### src/mal_pkg.sv
`default_nettype none
package mal_pkg;

  localparam int ADDR_W  = 48;
  localparam int SLOT_W  = 3;
  localparam int ENTRY_W = 4;
  localparam int REJ_W   = 32;
  localparam int OC_W    = 3;

  // action codes
  localparam logic ACT_CHECK = 1'b0;
  localparam logic ACT_CLEAR = 1'b1;

  // outcome codes
  localparam logic [OC_W-1:0] OC_KNOWN         = 3'd0;
  localparam logic [OC_W-1:0] OC_LEARNED       = 3'd1;
  localparam logic [OC_W-1:0] OC_REJ_SEALED    = 3'd2;
  localparam logic [OC_W-1:0] OC_REJ_FULL      = 3'd3;
  localparam logic [OC_W-1:0] OC_CLEARED       = 3'd4;
  localparam logic [OC_W-1:0] OC_CLEAR_REFUSED = 3'd5;

  typedef struct packed {
    logic              action;
    logic [ADDR_W-1:0] mac_address;
  } in_item_t;

  typedef struct packed {
    logic               accepted;
    logic [OC_W-1:0]    outcome;
    logic [SLOT_W-1:0]  slot;
    logic [REJ_W-1:0]   rejection_total;
    logic [ENTRY_W-1:0] entry_total;
  } out_item_t;

  // sequencer to table control
  typedef struct packed {
    logic rd_en;
    logic learn;
    logic clear;
  } tbl_cmd_t;

endpackage
`default_nettype wire

### src/mac_allowlist_learning_table.sv
// latency: a check item's result is registered once the scan over the table ends,
// early on a hit; a clear item skips the scan; both wait in ST_DONE for a free result
// throughput: one item at a time; the next item is taken only back in ST_IDLE,
// after the previous item's result has been registered
// the single 48-bit comparator walks the store one slot per cycle
// reset: synchronous, clears the table, rejection counter and sealed flag
`default_nettype none
module mac_allowlist_learning_table #(
  parameter int TABLE_DEPTH = 8
) (
  input  wire logic               clk,
  input  wire logic               rst_n,
  input  wire logic               in_valid,
  output logic                    in_stall,
  input  wire mal_pkg::in_item_t  in_item,
  output logic                    out_valid,
  input  wire logic               out_stall,
  output mal_pkg::out_item_t      out_item,
  input  wire logic               cfg_valid,
  output logic                    cfg_ready,
  input  wire logic               cfg_sealed
);
  import mal_pkg::*;

  localparam int IDX_W = (TABLE_DEPTH > 1) ? $clog2(TABLE_DEPTH) : 1;
  localparam int CNT_W = $clog2(TABLE_DEPTH + 1);

  typedef enum logic [2:0] {
    ST_IDLE = 3'b001,
    ST_SCAN = 3'b010,
    ST_DONE = 3'b100
  } state_t;

  state_t           state_r, state_nxt;
  in_item_t         item_r, item_nxt;
  logic [CNT_W-1:0] idx_r, idx_nxt;          // next slot to read
  logic             cmp_live_r, cmp_live_nxt; // a read is in the compare stage
  logic [IDX_W-1:0] cmp_idx_r, cmp_idx_nxt;
  logic             hit_r, hit_nxt;
  logic [IDX_W-1:0] hit_idx_r, hit_idx_nxt;
  logic             free_r, free_nxt;         // lowest free slot seen
  logic [IDX_W-1:0] free_idx_r, free_idx_nxt;
  logic [REJ_W-1:0] rej_r, rej_nxt;
  logic             sealed_r;
  logic             out_valid_r, out_valid_nxt;
  out_item_t        out_item_r, out_item_nxt;

  tbl_cmd_t          cmd;
  logic [IDX_W-1:0]  wr_idx;
  logic [ADDR_W-1:0] rd_data;
  logic              rd_valid;
  logic [CNT_W-1:0]  entry_count;

  logic        in_take;
  logic        cmp_hit;
  logic        cmp_last;
  logic        out_free;
  logic [31:0] ent_sum;
  logic [31:0] slot_w;

  mal_table #(
    .TABLE_DEPTH (TABLE_DEPTH),
    .IDX_W       (IDX_W),
    .CNT_W       (CNT_W)
  ) u_table (
    .clk         (clk),
    .rst_n       (rst_n),
    .cmd         (cmd),
    .rd_idx      (idx_r[IDX_W-1:0]),
    .wr_idx      (wr_idx),
    .wr_addr     (item_r.mac_address),
    .rd_data     (rd_data),
    .rd_valid    (rd_valid),
    .entry_count (entry_count)
  );

  // one item in flight; result register parts the output side
  assign in_stall  = (state_r != ST_IDLE);
  assign in_take   = in_valid && !in_stall;
  assign cfg_ready = (state_r == ST_IDLE);
  assign out_free  = !out_valid_r || !out_stall;

  // shared comparator on the registered read data
  assign cmp_hit  = cmp_live_r && rd_valid && (rd_data == item_r.mac_address);
  assign cmp_last = (cmp_idx_r == IDX_W'(TABLE_DEPTH - 1));

  always_comb begin
    state_nxt     = state_r;
    item_nxt      = item_r;
    idx_nxt       = idx_r;
    cmp_live_nxt  = 1'b0;
    cmp_idx_nxt   = cmp_idx_r;
    hit_nxt       = hit_r;
    hit_idx_nxt   = hit_idx_r;
    free_nxt      = free_r;
    free_idx_nxt  = free_idx_r;
    rej_nxt       = rej_r;
    out_valid_nxt = out_valid_r && out_stall;
    out_item_nxt  = out_item_r;
    cmd           = '0;
    wr_idx        = free_idx_r;
    ent_sum       = 32'(entry_count);
    slot_w        = '0;

    unique case (state_r)
      ST_IDLE: begin
        if (in_take) begin
          item_nxt = in_item;
          idx_nxt  = '0;
          hit_nxt  = 1'b0;
          free_nxt = 1'b0;
          // clear needs no walk over the table
          state_nxt = (in_item.action == ACT_CLEAR) ? ST_DONE : ST_SCAN;
        end
      end

      ST_SCAN: begin
        // lowest free slot, picked up as entries pass the compare stage
        if (cmp_live_r && !rd_valid && !free_r) begin
          free_nxt     = 1'b1;
          free_idx_nxt = cmp_idx_r;
        end
        if (cmp_hit) begin
          hit_nxt     = 1'b1;
          hit_idx_nxt = cmp_idx_r;
          state_nxt   = ST_DONE;
        end else if (cmp_live_r && cmp_last) begin
          state_nxt = ST_DONE;
        end else if (idx_r != CNT_W'(TABLE_DEPTH)) begin
          // issue the next read while the previous one is compared
          cmd.rd_en    = 1'b1;
          cmp_live_nxt = 1'b1;
          cmp_idx_nxt  = idx_r[IDX_W-1:0];
          idx_nxt      = idx_r + 1'b1;
        end
      end

      ST_DONE: begin
        // commit the table update only once the result register is free
        if (out_free) begin
          out_item_nxt = '0;
          if (item_r.action == ACT_CLEAR) begin
            if (sealed_r) begin
              out_item_nxt.outcome = OC_CLEAR_REFUSED;
            end else begin
              cmd.clear            = 1'b1;
              rej_nxt              = '0;
              ent_sum              = '0;
              out_item_nxt.outcome = OC_CLEARED;
            end
          end else if (hit_r) begin
            out_item_nxt.accepted = 1'b1;
            out_item_nxt.outcome  = OC_KNOWN;
            slot_w                = 32'(hit_idx_r);
          end else if (sealed_r) begin
            rej_nxt              = rej_r + 1'b1;
            out_item_nxt.outcome = OC_REJ_SEALED;
          end else if (free_r) begin
            cmd.learn             = 1'b1;
            wr_idx                = free_idx_r;
            ent_sum               = 32'(entry_count) + 32'd1;
            out_item_nxt.accepted = 1'b1;
            out_item_nxt.outcome  = OC_LEARNED;
            slot_w                = 32'(free_idx_r);
          end else begin
            rej_nxt              = rej_r + 1'b1;
            out_item_nxt.outcome = OC_REJ_FULL;
          end
          // slot and entry total carry only their low bits
          out_item_nxt.slot            = slot_w[SLOT_W-1:0];
          out_item_nxt.entry_total     = ent_sum[ENTRY_W-1:0];
          out_item_nxt.rejection_total = rej_nxt;
          out_valid_nxt                = 1'b1;
          state_nxt                    = ST_IDLE;
        end
      end

      default: begin
        state_nxt = ST_IDLE;
      end
    endcase
  end

  always_ff @(posedge clk) begin
    if (!rst_n) begin
      state_r     <= ST_IDLE;
      cmp_live_r  <= 1'b0;
      hit_r       <= 1'b0;
      free_r      <= 1'b0;
      idx_r       <= '0;
      rej_r       <= '0;
      sealed_r    <= 1'b0;
      out_valid_r <= 1'b0;
    end else begin
      state_r     <= state_nxt;
      cmp_live_r  <= cmp_live_nxt;
      hit_r       <= hit_nxt;
      free_r      <= free_nxt;
      idx_r       <= idx_nxt;
      rej_r       <= rej_nxt;
      out_valid_r <= out_valid_nxt;
      // roster freeze, written only while idle
      if (cfg_valid && cfg_ready) begin
        sealed_r <= cfg_sealed;
      end
    end
  end

  // payload, no reset needed
  always_ff @(posedge clk) begin
    item_r     <= item_nxt;
    cmp_idx_r  <= cmp_idx_nxt;
    hit_idx_r  <= hit_idx_nxt;
    free_idx_r <= free_idx_nxt;
    out_item_r <= out_item_nxt;
  end

  assign out_valid = out_valid_r;
  assign out_item  = out_item_r;

endmodule
`default_nettype wire

### src/mal_table.sv
`default_nettype none
module mal_table #(
  parameter int TABLE_DEPTH = 8,
  parameter int IDX_W       = 3,
  parameter int CNT_W       = 4
) (
  input  wire logic                      clk,
  input  wire logic                      rst_n,
  input  wire mal_pkg::tbl_cmd_t         cmd,
  input  wire logic [IDX_W-1:0]          rd_idx,
  input  wire logic [IDX_W-1:0]          wr_idx,
  input  wire logic [mal_pkg::ADDR_W-1:0] wr_addr,
  output logic [mal_pkg::ADDR_W-1:0]     rd_data,
  output logic                           rd_valid,
  output logic [CNT_W-1:0]               entry_count
);
  import mal_pkg::*;

  logic [TABLE_DEPTH-1:0] valid_r;
  logic [CNT_W-1:0]       count_r;
  logic [ADDR_W-1:0]      mem [TABLE_DEPTH];
  logic [ADDR_W-1:0]      rd_data_r;
  logic                   rd_valid_r;

  // valid bits and fill count, cleared together
  always_ff @(posedge clk) begin
    if (!rst_n) begin
      valid_r <= '0;
      count_r <= '0;
    end else if (cmd.clear) begin
      valid_r <= '0;
      count_r <= '0;
    end else if (cmd.learn) begin
      valid_r[wr_idx] <= 1'b1;
      count_r         <= count_r + 1'b1;
    end
  end

  // address store, registered read
  always_ff @(posedge clk) begin
    if (cmd.learn) begin
      mem[wr_idx] <= wr_addr;
    end
    if (cmd.rd_en) begin
      rd_data_r  <= mem[rd_idx];
      rd_valid_r <= valid_r[rd_idx];
    end
  end

  assign rd_data     = rd_data_r;
  assign rd_valid    = rd_valid_r;
  assign entry_count = count_r;

`ifndef SYNTH
  a_count_matches: assert property (@(posedge clk) disable iff (!rst_n)
    32'(count_r) == $countones(valid_r))
    else $error("fill count differs from valid bits");

  a_learn_free: assert property (@(posedge clk) disable iff (!rst_n)
    cmd.learn |-> !valid_r[wr_idx])
    else $error("learn into an occupied slot");

  a_learn_room: assert property (@(posedge clk) disable iff (!rst_n)
    cmd.learn |=> count_r == $past(count_r) + 1'b1)
    else $error("learn did not grow the table");
`endif

endmodule
`default_nettype wire

### config.mk
export PLATFORM = sky130hd
export DESIGN_NAME = mac_allowlist_learning_table
export DESIGN_NICKNAME = d
export VERILOG_FILES = /design/src/mal_pkg.sv /design/src/mac_allowlist_learning_table.sv /design/src/mal_table.sv
export SDC_FILE = /design/constraint.sdc
export NUM_CORES = 1
export LEC_CHECK = 0
export BUFFER_PORTS_ARGS = -buffer_cell sky130_fd_sc_hd__buf_2
export CORE_ASPECT_RATIO = 2
export CORE_MARGIN = 1
export CORE_UTILIZATION = 60
export CTS_BUF_LIST = sky130_fd_sc_hd__clkbuf_8
export CTS_CLUSTER_DIAMETER = 80
export DETAILED_ROUTE_END_ITERATION = 7
export PLACE_DENSITY_LB_ADDON = 0.2
export SYNTH_ARGS = -nofsm -noshare
export SYNTH_HDL_FRONTEND = slang
export SYNTH_SLANG_ARGS = --single-unit
### constraint.sdc
create_clock -name clk -period 7.3 [get_ports clk]
set_clock_uncertainty 0.15 [all_clocks]
set_input_delay 0.73 -clock clk [delete_from_list [all_inputs] [get_ports clk]]
set_output_delay 0.73 -clock clk [all_outputs]
set_load 0.01 [all_outputs]
; Yosys cells after proc, flatten, opt, wreduce, memory -nomap -nowiden
; Memory sizes are Yosys's and may differ from the RTL's. A register that Yosys moved wholly into a read port is not among the register bits.
; Index checks and enable logic that the tools add are counted.
[classes]
n_bitwise = 4
muxes = 54
reduce_logical = 26
n_eq_ne = 15
magnitude_cmp = 3
addsub = 4
[ops]
columns = cell, count
row1 = $mux W32, 5
row2 = $eq A48 B48 Y1, 1
row3 = $mux W4, 10
row4 = $add A32 B1 Y32 const B, 1
row5 = $mux W3, 9
row6 = $mux W1, 20
row7 = $add A4 B1 Y4 const B, 3
row8 = $ne A2 B2 Y1 const B, 6
row9 = $logic_and A1 B1 Y1, 9
row10 = $pmux W3 S3, 1
row11 = $reduce_and A3 Y1, 3
row12 = $lt A3 B4 Y1 const B, 2
row13 = $mux W2, 4
row14 = $or A8 B8 Y8, 1
row15 = $pmux W4 S2, 1
row16 = $reduce_and A2 Y1, 4
row17 = $eq A3 B3 Y1 const B, 2
row18 = $logic_not A1 Y1, 5
row19 = $reduce_and A5 Y1, 1
row20 = $ne A4 B4 Y1 const B, 1
row21 = $pmux W1 S2, 2
row22 = $reduce_and A4 Y1, 1
row23 = $bmux W1 S3, 1
row24 = $demux W1 S3, 1
row25 = 10 further kinds, 12
[totals]
input_bits = 55
ram_bits = 384
output_inout_bits = 46
mem_count = 1
elab_cells = 128
register_bits = 158
[memory_table]
columns = memory, words, word_bits, read_ports, rd_clocked_by_memory_dff, write_ports, line
row1 = u_table.mem, 8, 48, 1, 1, 1, mal_table.sv:21  ; logic [ADDR_W-1:0] mem [TABLE_DEPTH];

; Logic depth before layout (Yosys ltp)
[depth]
depth_word = 8
depth_mapped = 8
mapped_depth_nobuf = 7

; Hierarchy
; A second synthesis with hierarchy kept.
[unflattened]
hier_cells = 1213
area_unflattened_um2 = 22735.6
[by_module_without_submodules]
columns = module, seq_area_each_um2, instances, area_each_um2, cells_per_inst
row1 = mal_table, 13242.7, 1, 16404.5, 657
row2 = mac_allowlist_learning_table, 3913.8, 1, 6331.1, 556

; Worst setup path before layout
; OpenSTA, ideal clock, no wires.
[synth_path]
path_type = input -> register
from = in out_stall
to = mem u_table.mem[0][0], enable pin
cell_stages = 5
setup_ns = 0.576
required_ns = 6.574
t_arrival_ns = 5.978
slack_ns = 0.595
cell_sequence = nand2_1 > nand3_1 > inv_2 > nand3_1 > nor4_1
[synth_between]
elab_chain_cells = 6
[synth_lines]
columns = item, line
row1 = start: declaration, mac_allowlist_learning_table.sv:17  ; input wire logic out_stall,
row2 = $logic_not A1 Y1, mac_allowlist_learning_table.sv:81  ; assign out_free = !out_valid_r || !out_stall;
row3 = $logic_or A1 B1 Y1, mac_allowlist_learning_table.sv:81
row4 = $mux W2, mac_allowlist_learning_table.sv:140  ; if (out_free) begin
row5 = $mux W2, mac_allowlist_learning_table.sv:105  ; unique case (state_r)
row6 = $mux W1, mal_table.sv:41  ; if (cmd.learn) begin
row7 = $mux W1 (implied by the code), mal_table.sv:42  ; mem[wr_idx] <= wr_addr;
row8 = end: declaration, mal_table.sv:21
; No other way between the ends.

; Worst setup path in the final report
[layout_path]
from = reg sealed_r
to = mem u_table.mem[1][41], enable pin
[layout_between]
elab_chain_cells = 7
[layout_lines]
columns = item, line
row1 = start: declaration, mac_allowlist_learning_table.sv:44  ; logic sealed_r;
row2 = start signal: assignment, mac_allowlist_learning_table.sv:204  ; sealed_r <= cfg_sealed;
row3 = $mux W1, mac_allowlist_learning_table.sv:155  ; end else if (sealed_r) begin
row4 = $mux W1, mac_allowlist_learning_table.sv:151  ; end else if (hit_r) begin
row5 = $mux W1, mac_allowlist_learning_table.sv:142  ; if (item_r.action == ACT_CLEAR) begin
row6 = $mux W2, mac_allowlist_learning_table.sv:140
row7 = $mux W2, mac_allowlist_learning_table.sv:105
row8 = $mux W1, mal_table.sv:41
row9 = $mux W1 (implied by the code), mal_table.sv:42
; No other way between the ends.

==> results.py <==
metrics = {
    "outcome": {
        "run_status": "complete, no violations",
    },
    "cells_and_area": {
        "layout-drive-gt1-share_pct": 22.1,
        "multiInputGateArea_mm2": 0.00556,
        "final_net_count": 1558,
        "sequential_cell_area_mm2": 0.0172,
        "finish.utilization_pct": 67.4,
        "syn2layout_area_growth_pct": 11.1,
        "n_fill_cell": 2542,
    },
    "placed_design": {
        "portbufs": 100,
        "dp_hpwl_um": 27600,
        "place.gp.congestion": 0.857,
    },
    "detailed_routing": {
        "finalWirelength_um": 47300,
        "ant_nets": 0,
        "metal2_wl_um": 26100,
        "drtPass1Iterations": 6,
        "met3RoutedLength_um": 2600,
        "met1_length_um": 16200,
        "routed_wire_length_per_instance_um": 23.4,
        "highest_routed_layer": "met4",
        "via_count": 12465,
        "route.detailed.drc": 0,
        "first_iter_violations": 732,
        "vias_per_cell": 6.16,
    },
    "worst_setup_path": {
        "crit_arrival_ps": 3330,
        "critical_path_required_ps": 7400,
        "cpMostUsedCell": "sky130_fd_sc_hd__nand2_1",
        "critPathSlowestCell": "sky130_fd_sc_hd__buf_4",
        "critical_path.cell_chain": "nor2b_1 -> nand2_1 -> nor2_1 -> nand2_1 -> nor3_2 -> buf_4",
        "endpoint_kind": "flop",
        "worst_path_dominant_cell_family": "simple AND/OR/NAND/NOR gates",
        "criticalPathCategory": "flop to flop",
        "cp_max_fo": 49,
        "timing.critical_path.slowest_cell_delay_ps": 700,
        "critical_path.n_buffers_inverters": 1,
        "critPathLaunchType": "flop",
    },
    "yosys": {
        "netlist-cell-type-count": 56,
        "synth.top_cells.by_area": "sky130_fd_sc_hd__edfxtp_1 (70%), sky130_fd_sc_hd__mux4_2 (9.6%), sky130_fd_sc_hd__dfxtp_1 (4.9%)",
        "synth_ff_type": "sky130_fd_sc_hd__edfxtp_1",
        "synth_top_area_share_pct": 69.9,
        "synth_top_cell_by_area": "sky130_fd_sc_hd__edfxtp_1",
        "synthArstFlopShare_pct": 0,
        "postSynthCellCount": 1357,
        "yosys_warnings": 0,
        "number_of_flops_mapped_to_enable_cells_by_yosys": 534,
        "sequential_to_total_area_share_from_yosys_stat_pct": 74.8,
        "ys_ff_latch": 590,
        "average_instance_area_after_synthesis_um2": 16.9,
        "post_synth_instance_area_mm2": 0.0229,
        "yosys-top-cells-count": "sky130_fd_sc_hd__edfxtp_1 (534), sky130_fd_sc_hd__nand2_1 (214), sky130_fd_sc_hd__mux4_2 (98)",
        "synth_most_common_cell": "sky130_fd_sc_hd__edfxtp_1",
        "synth.net_count": 1416,
    },
    "clock_network": {
        "cts_setup_buffers": 0,
        "cts_num_sinks": 590,
        "max_h_tree_level": 3,
        "clk_path_buf_depth": 3,
        "clk-insertion-delay-late_ps": 650,
        "cts_root_buffer": "sky130_fd_sc_hd__clkbuf_8",
        "cts-buffers-inserted": 79,
        "path_clk_slew_ps": 70,
        "cts_hold_repair.buffers": 0,
        "cts_tree": "yes",
        "cts_resized": 0,
    },
    "timing": {
        "worst_slew_pin_slew_ps": 1040,
        "count_of_final_hold_check_violations": 0,
        "rsz0062_at_grt": "no",
        "post-route-min-period_ps": 3230,
        "min_period_over_period_pct": 44.2,
        "setup-violations-final": 0,
        "max-slew-margin-rel_pct": 30.7,
        "setup_total_negative_slack_ps": 0,
        "slew_violations": 0,
        "timing.fmax_ghz": 0.310,
    },
    "hold_path": {
        "hold_class": "input port to flop",
    },
    "floorplanning": {
        "chipWidth_um": 140,
        "rows": 101,
        "dieArea_mm2": 0.0390,
        "initial_core_util_pct": 60.7,
        "die-height_um": 278,
        "core_mm2": 0.0378,
        "design.portCount": 101,
    },
    "global_route": {
        "grt_max_degree": 67,
        "first_global_vias": 12873,
        "first_pass_grt_wire_length_um": 72500,
        "grt_antenna_before_repair": 1,
        "grt_util_all_layers_pct": 25.4,
        "gr-total-overflow": 0,
    },
    "run": {
        "maxCapViolCount": 0,
    },
    "power": {
        "worst_ir_drop_vdd_v": 0.000164,
        "leakage_nw": 8.30,
        "total_power_mw": 6.36,
        "p_per_area_mw_per_mm2": 250,
    },
}
## worst paths after layout
check                      from            endpoint  slack, ps  cells past startpoint
max                    sealed_r  u_table.mem[1][41]       4070                      6
min reg2reg  u_table.valid_r[4]  u_table.valid_r[4]        320                      1
min                 in_item[47]          item_r[47]        110                      1
max reg2reg            sealed_r  u_table.mem[1][41]       4070                      6
## metal layers
metal  global-route usage [%]  vias up
met2                     46.5      451
met5                        0        -
li1                         -     5589
met3                     4.25      117
met4                     14.3        0
met1                     27.6     6308
## sequential cells by signal (all words and copies together), names as in the netlist, 4 cells and up
name                 count
out_item                43
idx_r                    4
u_table.mem            384
u_table.valid_r          8
rej_r                   32
u_table.rd_data         48
item_r                  49
u_table.entry_count      4
## power by group
part	internal, mW	leakage [nW]	switching (mW)
clock	1.16	0.850	1.16
sequential	3.76	5.25	0.0791
combinational	0.0659	2.21	0.128
## cells by family (layout without fill, tap and decap cells)
family	count (synthesis)	count (layout)	share of synthesized area (%)
flip-flops	590	590	74.8
adder cells (fa/ha/maj)	4	4	0.218
AND/OR/NAND/NOR	416	416	8.66
multiplexers	109	109	10.1
AO/OA/AOI/OAI	120	120	3.16
other	0	1	0
XOR/XNOR	48	48	1.83
buffers and inverters	70	272	1.18
## cells in the final DEF (no fill, tap or decap), types with 6 or more instances in the layout
master,Yosys,final
sky130_fd_sc_hd__a21oi_1,41,41
sky130_fd_sc_hd__and3_1,7,7
sky130_fd_sc_hd__buf_2,6,100
sky130_fd_sc_hd__buf_4,0,19
sky130_fd_sc_hd__clkbuf_8,0,87
sky130_fd_sc_hd__clkinv_1,1,14
sky130_fd_sc_hd__dfxtp_1,56,53
sky130_fd_sc_hd__edfxtp_1,534,534
sky130_fd_sc_hd__inv_1,10,38
sky130_fd_sc_hd__mux2i_1,9,9
sky130_fd_sc_hd__mux4_2,98,98
sky130_fd_sc_hd__nand2_1,214,214
sky130_fd_sc_hd__nand2b_1,7,7
sky130_fd_sc_hd__nand3_1,36,36
sky130_fd_sc_hd__nand4_1,19,19
sky130_fd_sc_hd__nor2_1,45,41
sky130_fd_sc_hd__nor3_1,18,14
sky130_fd_sc_hd__nor4_1,25,24
sky130_fd_sc_hd__o21a_1,10,10
sky130_fd_sc_hd__o21ai_0,37,37
sky130_fd_sc_hd__or3_1,7,7
sky130_fd_sc_hd__or4_1,6,6
sky130_fd_sc_hd__xor2_1,47,47
## worst register-to-register path, delay by kind of cell (launching register included)
family / cells / cell delay, ps
buf+inv: 1 / 700
flops: 1 / 390
simple gates: 5 / 1580
## stage by stage
step / cell area [um^2] / hold slack (ps) / cells / worst slack [ps]
2_1_floorplan: 22900 / 256 / 1357 / 595
3_3_place_gp: 24000 / 291 / 1881 / 4040
3_5_place_dp: 24000 / 302 / 1881 / 4010
4_1_cts: 25500 / 71.7 / 2022 / 4060
5_1_grt: 25500 / 86.3 / 2023 / 3790
6_report: 25500 / 108 / 2023 / 4070
## cell type report
cell class                 instances  area share (%)
tap                              463            2.27
multi-input combinational        697            21.8
clock buffer                      87            4.70
inverter                          12           0.177
sequential                       590            67.4
clock inverter                    54            1.09
timing repair buffer             119            2.53
antenna                            1         0.00983
Note: power is estimated with default switching activity, not from simulation.
